## src/rtl/core/tcg_pkg.sv

```systemverilog
// ----------------------------------------------------------------------------
// tcg_pkg
// Shared constants, types and helpers of the texture coordinate generator.
// ----------------------------------------------------------------------------
package tcg_pkg;

    localparam int FRAC_BITS    = 16;
    localparam int ANGLE_BITS   = 16;
    localparam int CORDIC_STEPS = 24;
    localparam int CORDIC_W     = 40;
    localparam int SQRT_STEPS   = 32;
    localparam int DIV_W        = 32 + FRAC_BITS;

    localparam logic [31:0] ATAN_TURNS [0:CORDIC_STEPS-1] = '{
        32'd536870912, 32'd316933406, 32'd167458907, 32'd85004756,
        32'd42667331,  32'd21354465,  32'd10679838,  32'd5340245,
        32'd2670163,   32'd1335087,   32'd667544,    32'd333772,
        32'd166886,    32'd83443,     32'd41722,     32'd20861,
        32'd10430,     32'd5215,      32'd2608,      32'd1304,
        32'd652,       32'd326,       32'd163,       32'd81
    };

    localparam logic [3:0] MODE_ENV_INF   = 4'd0;
    localparam logic [3:0] MODE_ENV_LOCAL = 4'd1;
    localparam logic [3:0] MODE_YZ        = 4'd2;
    localparam logic [3:0] MODE_ZX        = 4'd3;
    localparam logic [3:0] MODE_XY        = 4'd4;
    localparam logic [3:0] MODE_AFFINE    = 4'd5;
    localparam logic [3:0] MODE_SCALE     = 4'd6;
    localparam logic [3:0] MODE_SCALE_OFS = 4'd7;
    localparam logic [3:0] MODE_COPY      = 4'd8;
    localparam logic [3:0] MODE_SHIFT     = 4'd9;

    localparam logic [1:0] CFG_MAP_MODE   = 2'd0;
    localparam logic [1:0] CFG_ENV_FRAME  = 2'd1;
    localparam logic [1:0] CFG_U_SHIFT    = 2'd2;
    localparam logic [1:0] CFG_V_SHIFT    = 2'd3;

    localparam logic       OP_LOAD   = 1'b0;
    localparam logic       OP_VERTEX = 1'b1;

    localparam logic [4:0] COEF_EYE  = 5'd6;
    localparam logic [4:0] COEF_ROT  = 5'd9;
    localparam logic [4:0] NUM_COEF  = 5'd18;

    typedef struct packed {
        logic             op;
        logic [4:0]       idx;
        logic [31:0]      val;
        logic [2:0][31:0] p;
        logic [1:0][31:0] m;
    } carry_t;

    typedef struct packed {
        carry_t           c;
        logic [2:0][31:0] n;
        logic [2:0][31:0] e;
    } side1_t;

    typedef struct packed {
        carry_t           c;
        logic [2:0][31:0] r;
    } side2_t;

    typedef struct packed {
        carry_t      c;
        logic        zero;
        logic [31:0] sv;
    } cside_t;

    function automatic logic [63:0] smul(input logic [31:0] a, input logic [31:0] b);
        logic signed [63:0] ea;
        logic signed [63:0] eb;
        ea = 64'($signed(a));
        eb = 64'($signed(b));
        return 64'(ea * eb);
    endfunction

    function automatic logic [31:0] fx(input logic [63:0] acc);
        return acc[FRAC_BITS+31:FRAC_BITS];
    endfunction

endpackage

```

## src/rtl/core/tcg_cordic_cell.sv

```systemverilog
// ----------------------------------------------------------------------------
// tcg_cordic_cell
// One vectoring micro-rotation of the angle chain, registered.
// ----------------------------------------------------------------------------
module tcg_cordic_cell #(
    parameter int PW   = 1,
    parameter int STEP = 0
) (
    input  logic                                clk,
    input  logic                                rst_n,
    input  logic                                en,
    input  logic                                vld_i,
    input  logic signed [tcg_pkg::CORDIC_W-1:0] a_i,
    input  logic signed [tcg_pkg::CORDIC_W-1:0] b_i,
    input  logic [31:0]                         acc_i,
    input  logic [PW-1:0]                       pass_i,
    output logic                                vld_o,
    output logic signed [tcg_pkg::CORDIC_W-1:0] a_o,
    output logic signed [tcg_pkg::CORDIC_W-1:0] b_o,
    output logic [31:0]                         acc_o,
    output logic [PW-1:0]                       pass_o
);
    import tcg_pkg::*;

    logic signed [CORDIC_W-1:0] a_sh;
    logic signed [CORDIC_W-1:0] b_sh;

    assign a_sh = a_i >>> STEP;
    assign b_sh = b_i >>> STEP;

    always_ff @(posedge clk or negedge rst_n)
    begin
        if (!rst_n)
        begin
            vld_o <= 1'b0;
        end
        else if (en)
        begin
            vld_o <= vld_i;
        end
    end

    always_ff @(posedge clk)
    begin
        if (en)
        begin
            pass_o <= pass_i;
            if (!b_i[CORDIC_W-1])
            begin
                a_o   <= a_i + b_sh;
                b_o   <= b_i - a_sh;
                acc_o <= acc_i + ATAN_TURNS[STEP];
            end
            else
            begin
                a_o   <= a_i - b_sh;
                b_o   <= b_i + a_sh;
                acc_o <= acc_i - ATAN_TURNS[STEP];
            end
        end
    end

endmodule

```

## config.mk

```make
export PLATFORM = sky130hd
export DESIGN_NAME = tcg_cordic_cell
export DESIGN_NICKNAME = d
export VERILOG_FILES = /design/src/rtl/core/tcg_pkg.sv /design/src/rtl/core/tcg_cordic_cell.sv
export SDC_FILE = /design/constraint.sdc
export NUM_CORES = 1
export LEC_CHECK = 0
export ABC_AREA = 1
export BUFFER_PORTS_ARGS = -buffer_cell sky130_fd_sc_hd__buf_2
export CORE_MARGIN = 1
export CORE_UTILIZATION = 55
export DETAILED_ROUTE_END_ITERATION = 12
export PLACE_DENSITY = 0.79
export SLEW_MARGIN = 20
export SYNTH_ARGS = -nofsm -noshare
export SYNTH_HDL_FRONTEND = slang
export SYNTH_SLANG_ARGS = --single-unit
```

## constraint.sdc

```tcl
create_clock -name clk -period 0.85 [get_ports clk]
set_clock_uncertainty 0.05 [all_clocks]
set_input_delay 0.17 -clock clk [delete_from_list [all_inputs] [get_ports clk]]
set_output_delay 0.17 -clock clk [all_outputs]
set_load 0.02 [all_outputs]
```

==> impl_metrics.yaml, run 1 <==
floorplan:
  dieHeight_um: 156
  initial_utilization_pct: 55.9
  fp.dieW_um: 156
  io_pins: 231
  rows: 56
grt:
  grt_max_degree: 47
  grt_overflow_total: 494
  grt_pass1_vias: 22921
  grt.total_usage_pct: 79.8
  grt_pass1_wl_um: 145000
synthesis:
  synth.top_cell.area_share_pct: 25.7
  synth.largest_area_cell: "edfxtp_1"
  synth_cells: 1967
  synth_common_cells: "nand2_1, inv_1, nand3_1"
  syn_area_per_cell_um2: 6.65
  synthMostInstantiatedCell: "nand2_1"
  ys.warnings.count: 0
  seq_area_frac_synth_pct: 25.9
  synth_edf_count: 112
  async_reset_ff_share_pct: 0.885
  synth_ff_type: "edfxtp_1"
  ys_top_cells_by_area: "edfxtp_1, nand2_1, ha_1, inv_1, nand3_1"
  synth.distinct_cells: 43
  ys_seq_elements: 113
  synthesis.area_mm2: 0.0131
  mappedNetlistNets: 2216
run_status:
  stop_error: "[ERROR GRT-0116] Global routing finished with congestion. Check the congestion regions in the DRC Viewer."
  status: "stopped before the end"
  stop_stage: "5_1_grt"
clocking:
  tritoncts_num_sinks: 113
  cts_buffers: 17
  cts_buffer_depth: 2
  h-tree-depth: 4
  clockRootBuffer: "clkbuf_16"
place:
  placement.io_buffers: 230
  dp_hpwl_um: 43100
  gp_routability_congestion: 1.03
  dp_cells: 2838
## logic make-up after synthesis
logic type | after synthesis | share of synthesized area [%]
adder cells (fa/ha/maj) | 132 | 12.9
AO/OA/AOI/OAI | 304 | 12.6
XOR/XNOR | 30 | 2.01
flip-flops | 113 | 25.9
AND/OR/NAND/NOR | 1012 | 34.2
multiplexers | 3 | 0.239
buffers and inverters | 373 | 12.2
## per-layer routing
| metal | global-route usage, % | GRT overflow |
|---|---|---|
| met1 | 77.2 | 8 |
| met4 | 88.3 | 160 |
| met2 | 101 | 316 |
| met3 | 58.5 | 10 |
| met5 | 24.6 | 0 |
## per-stage QoR
step,worst slack [ns],instance area (um^2)
floorplan,-0.957,14400
global placement,-1.47,18400
detailed placement,-1.53,18400
CTS,-0.860,22000
## repair_timing
| item | 4_1_cts |
|---|---|
| hold buffers | 33 |
| endpoints found under the hold margin | 32 |
| buffers inserted | 66 |
| gates resized for setup | 601 |
| gates cloned | 0 |
| endpoints found under the setup margin | 193 |
| pin swaps | 176 |
==> run 2, diff against run 1 <==
- CORE_UTILIZATION: 55 -> 40
- PLACE_DENSITY: 0.79 -> not set
- PLACE_DENSITY_LB_ADDON: not set -> 0.15
==> impl_metrics.yaml, run 2 <==
sta:
  fmax_ghz: 0.557
  finalWorstSetupSlack_ns: -0.947
  setup_viol: 192
  holdWs_ns: 0.0960
  setup_tns_ns: -100.88
  fin_crit_ns: 1.80
  hold_viol_final: 0
  finalCritPeriodShare_pct: 211
  rsz0062_at_grt: "true"
  drv_slew: 0
  max_slew_margin_pct: 61.6
  worstMarginPinSlew_ns: 0.570
critical_path:
  crit_fanout: 4
  required_ns: 0.98
  crit-reg2reg-launch: "vld_o"
  crit_path_end_kind: "flop"
  cp-endpoint: "b_o[29]"
  reg2reg_to: "vld_o"
  max_stage_delay_ns: 0.25
  setup.worst_path.start: "b_i[13]"
  cp.depth: 14
  path_cells: "buf_8 > ha_4 > buf_12 > buf_8 > nor2_4 > nand2_2 > nor2_4 > nand3b_1 > nand3_4 > nand2_2 > nand2_1 > nand2_1 > nand3_1 > nand2_1"
  cpMaxStageDelayCell: "ha_4"
  worstPathArrival_ns: 1.93
  ff2ff_path_depth: 1
  critical_path_buf_inv_count: 3
  worst_path_most_repeated_cell: "nand2_1"
  start_kind: "primary input"
  worstSetupPathType: "in2reg"
  rrSetupSlack_ns: 0.01
  crit_family: "simple AND/OR/NAND/NOR gates"
synthesis:
  synth.largest_area_cell: "edfxtp_1"
  synth.distinct_cells: 43
  synth_common_cells: "nand2_1, inv_1, nand3_1"
  mappedNetlistNets: 2216
  async_reset_ff_share_pct: 0.885
  synth_cells: 1967
  synthMostInstantiatedCell: "nand2_1"
  synth_edf_count: 112
  syn_area_per_cell_um2: 6.65
  synthesis.area_mm2: 0.0131
  ys_top_cells_by_area: "edfxtp_1, nand2_1, ha_1, inv_1, nand3_1"
  ys_seq_elements: 113
  seq_area_frac_synth_pct: 25.9
  ys.warnings.count: 0
  synth.top_cell.area_share_pct: 25.7
  synth_ff_type: "edfxtp_1"
cells_and_area:
  most-common-layout-cells: "buf_4, nand2_1, buf_6"
  reg_top3: "a_o: 40 flops, b_o: 39 flops, acc_o: 32 flops"
  layout_commonest_cell: "buf_4"
  fill_cells: 2168
  fin_nets: 2988
  top_register: "a_o"
  areaGrowthSynthToFinish_pct: 91.2
  largest_reg_flops: 40
  antenna_cells: 0
  layout-drive-gt1-share_pct: 57.7
  fin_area_mm2: 0.0250
power:
  vdd_ir_drop_max_v: 0.00135
  powerDensity_mw_per_mm2: 1330
  power.total_mw: 33.3
  p_leak_nw: 11.9
floorplan:
  rows: 65
  dieHeight_um: 183
  coreArea_mm2: 0.0319
  dieArea_mm2: 0.0334
  io_pins: 231
  initial_utilization_pct: 41.0
  fp.dieW_um: 183
route:
  antenna_left: 0
  drt_pass1_iterations: 7
  totalWireLength_um: 62800
  vias_per_cell: 5.25
  drt-wirelength-per-cell_um: 19.7
  drt-initial-drc-count: 1062
  via_count: 16747
  drc: 0
clocking:
  tritoncts_num_sinks: 113
  clk_pin_slew_ns: 0.05
  clockRootBuffer: "clkbuf_16"
  cts_tree: "built"
  h-tree-depth: 4
  clkLatencyLatePin_ns: 0.44
  cts_buffers: 17
  cts_buffer_depth: 2
place:
  dp_slack_ns: -1.59
  dpl_cell_area_mm2: 0.0188
  gp_routability_congestion: 1.02
  placement.io_buffers: 230
  dp_hpwl_um: 45300
grt:
  grtUsageMet2_pct: 59.1
  grt_max_degree: 36
  grt.total_usage_pct: 34.5
  grt_pass1_wl_um: 87400
  grtUsageMet1_pct: 43.6
  top_usage_layer: "met2"
  grt_pass1_vias: 16348
  grt_overflow_total: 0
  gr-usage-met3_pct: 4.63
  antenna_found_initial: 0
flow_run:
  drv_cap: 0
hold_path:
  min_path_cells: 2
  hold_class: "in2reg"
run_status:
  violations: "negative setup slack"
  status: "finished with violations"
[run 2: worst min-delay path by stage]
stage	from	to	slack (ns)
2_1_floorplan	rst_n	vld_o	-0.18
3_3_place_gp	rst_n	vld_o	-0.11
3_5_place_dp	rst_n	vld_o	-0.10
4_1_cts	acc_i[31]	acc_o[31]	0.07
5_1_grt	en	acc_o[9]	0.1
6_report	en	acc_o[9]	0.1
[run 2: cells by family (layout without fill, tap and decap cells)]
logic type	count (synthesis)	after routing	synth area share, %
fa+ha+maj	132	132	12.9
simple gates	1012	1012	34.2
mux	3	3	0.239
xor+xnor	30	30	2.01
compound gates	304	304	12.6
buf+inv	373	1158	12.2
flops	113	113	25.9
[run 2: metal layers]
metal | part of all wire, % | vias to the layer above
li1 | - | 7845
met1 | 41 | 8023
met2 | 48 | 717
met3 | 6.3 | 162
met4 | 4.2 | 0
met5 | 0 | -
[run 2: through the flow]
| stage | cells | utilization [%] |
|---|---|---|
| 3_3_place_gp | 2995 | 59.0 |
| 6_report | 3187 | 78.5 |
| 3_5_place_dp | 2995 | 59.0 |
| 5_1_grt | 3187 | 78.5 |
| 4_1_cts | 3131 | 71.0 |
| 2_1_floorplan | 1967 | - |
[run 2: area by class of cell]
| class | count | area, um^2 | share of cell area [%] |
|---|---|---|---|
| clock buffer | 17 | 425 | 1.70 |
| clock inverter | 15 | 188 | 0.750 |
| inverter | 318 | 1420 | 5.69 |
| multi-input combinational | 1481 | 11800 | 47.2 |
| sequential | 113 | 3390 | 13.5 |
| tap | 435 | 544 | 2.18 |
| timing repair buffer | 808 | 7250 | 29.0 |
[run 2: repair_timing]
item,CTS,global route
endpoints found under the setup margin,193,195
setup buffers,76,67
hold buffers,34,0
pin swaps,226,237
endpoints found under the hold margin,33,0
resized for setup,603,545
[run 2: report_power, final]
| group | internal, mW | switching [mW] | total, mW |
|---|---|---|---|
| logic | 8.11 | 9.86 | 18.0 |
| registers | 7.05 | 0.359 | 7.41 |
| clock network | 4.87 | 3.04 | 7.91 |
| total | 20.0 | 13.3 | 33.3 |
Note: power is estimated with default switching activity, not from simulation.
==> run 3, diff against run 2 <==
- CELL_PAD_IN_SITES_DETAIL_PLACEMENT: not set -> 0
- CELL_PAD_IN_SITES_GLOBAL_PLACEMENT: not set -> 1
- CTS_CLUSTER_SIZE: not set -> 12
- HOLD_SLACK_MARGIN: not set -> 0.02
==> impl_metrics.yaml, run 3 (synthesis gave the netlist of run 2 again) <==
clocking:
  clockRootBuffer: "clkbuf_16"
  clk_pin_slew_ns: 0.06
  clkLatencyLatePin_ns: 0.44
  tritoncts_num_sinks: 113
  cts_buffer_depth: 2
  cts_tree: "built"
  h-tree-depth: 4
  cts_buffers: 17
route:
  drt_pass1_iterations: 7
  totalWireLength_um: 64300
  drt-wirelength-per-cell_um: 20.4
  vias_per_cell: 5.34
  via_count: 16816
  drt-initial-drc-count: 1238
  antenna_left: 0
  drc: 0
cells_and_area:
  fin_area_mm2: 0.0248
  reg_top3: "a_o: 40 flops, b_o: 39 flops, acc_o: 32 flops"
  top_register: "a_o"
  most-common-layout-cells: "buf_4, nand2_1, buf_6"
  layout_commonest_cell: "buf_4"
  fill_cells: 2165
  areaGrowthSynthToFinish_pct: 89.4
  largest_reg_flops: 40
  fin_nets: 2953
  antenna_cells: 0
  final_util_pct: 77.7
  stdcell_count: 3150
  layout-drive-gt1-share_pct: 58.0
critical_path:
  max_stage_delay_ns: 0.30
  crit_fanout: 7
  worstPathArrival_ns: 2.02
  required_ns: 0.98
  crit_path_end_kind: "flop"
  worstSetupPathType: "in2reg"
  start_kind: "primary input"
  path_cells: "buf_8 > ha_4 > buf_12 > nor2_4 > inv_2 > nor2_4 > nand2_2 > nand3b_1 > nand3_4 > buf_6 > nand2_4 > nand3b_1 > o21ai_1"
  cpMaxStageDelayCell: "ha_4"
place:
  dp_hpwl_um: 45400
  gp_routability_congestion: 0.950
  placement.io_buffers: 230
  dp_cells: 2980
  dpl_cell_area_mm2: 0.0188
grt:
  antenna_found_initial: 0
  grt_pass1_vias: 16211
  grt_max_degree: 57
  grt_pass1_wl_um: 88300
  grt.total_usage_pct: 34.8
  grt_overflow_total: 0
sta:
  finalWorstSetupSlack_ns: -1.03
  rsz0062_at_grt: "true"
  hold_viol_final: 0
  finalCritPeriodShare_pct: 221
  fmax_ghz: 0.531
  fin_crit_ns: 1.88
  worstMarginPinSlew_ns: 0.550
  max_slew_margin_pct: 63.0
  drv_slew: 0
  setup_viol: 194
  holdWs_ns: 0.0955
hold_path:
  hold_class: "in2reg"
floorplan:
  coreArea_mm2: 0.0319
  rows: 65
  dieArea_mm2: 0.0334
  initial_utilization_pct: 41.0
  dieHeight_um: 183
  io_pins: 231
  fp.dieW_um: 183
run_status:
  status: "finished with violations"
  violations: "negative setup slack"
power:
  powerDensity_mw_per_mm2: 1330
  vdd_ir_drop_max_v: 0.00152
  p_leak_nw: 11.8
flow_run:
  drv_cap: 0
-- run 3: path summary, 6_finish.rpt --
check / start / end / depth (start not counted) / slack [ns]
max: b_i[9] / a_o[21] / 13 / -1.03
min: b_i[0] / a_o[0] / 3 / 0.1
max reg2reg: vld_o / vld_o / 1 / -0.01
min reg2reg: vld_o / vld_o / 1 / 0.51
max in group asynchronous: rst_n / vld_o / 3 / 0.10
min in group asynchronous: rst_n / vld_o / 3 / 0.52
-- run 3: layout make-up --
cell class / instances / area (um^2) / share of cell area, %
clock buffers: 18 / 429 / 1.73
clock inverters: 12 / 143 / 0.575
inverters: 318 / 1410 / 5.67
multi-input cells: 1481 / 11900 / 47.9
flip-flops and latches: 113 / 3390 / 13.7
well taps: 435 / 544 / 2.20
repair buffers: 773 / 6990 / 28.2
-- run 3: per-layer routing --
layer  vias to the layer above  share of wire [%]  GRT usage (%)
met5                         -                  0              0
met4                         0                5.6           16.4
met3                       216                6.2           3.57
met2                       832                 48           59.7
met1                      8001                 41           43.8
li1                       7767                  -              -
-- run 3: through the flow --
step	setup slack, ns	power [mW]	TNS (ns)
after global placement	-1.56	20.0	-123.56
after floorplan	-0.957	14.5	-63.71
final	-1.03	32.9	-102.37
after CTS	-0.827	30.0	-94.40
after detailed placement	-1.57	20.1	-126.01
after global routing	-1.07	34.0	-107.79
-- run 3: worst max-delay path, delay by kind of cell --
kind | cells | cell delay [ns]
buffers and inverters | 4 | 0.46
AO/OA/AOI/OAI | 1 | 0.09
adder cells (fa/ha/maj) | 1 | 0.30
AND/OR/NAND/NOR | 7 | 0.98
-- run 3: timing repair --
item,in CTS,in global routing
cloned,0,0
hold buffers,34,0
resized for setup,644,504
endpoints found under the setup margin,193,194
pin swaps,257,203
endpoints found under the hold margin,33,0
setup buffers,60,68
-- run 3: where the power goes --
part / leakage [nW] / switching, mW / internal (mW)
logic: 10.5 / 9.95 / 7.95
registers: 1.11 / 0.348 / 7.05
clock network: 0.281 / 3.02 / 4.54
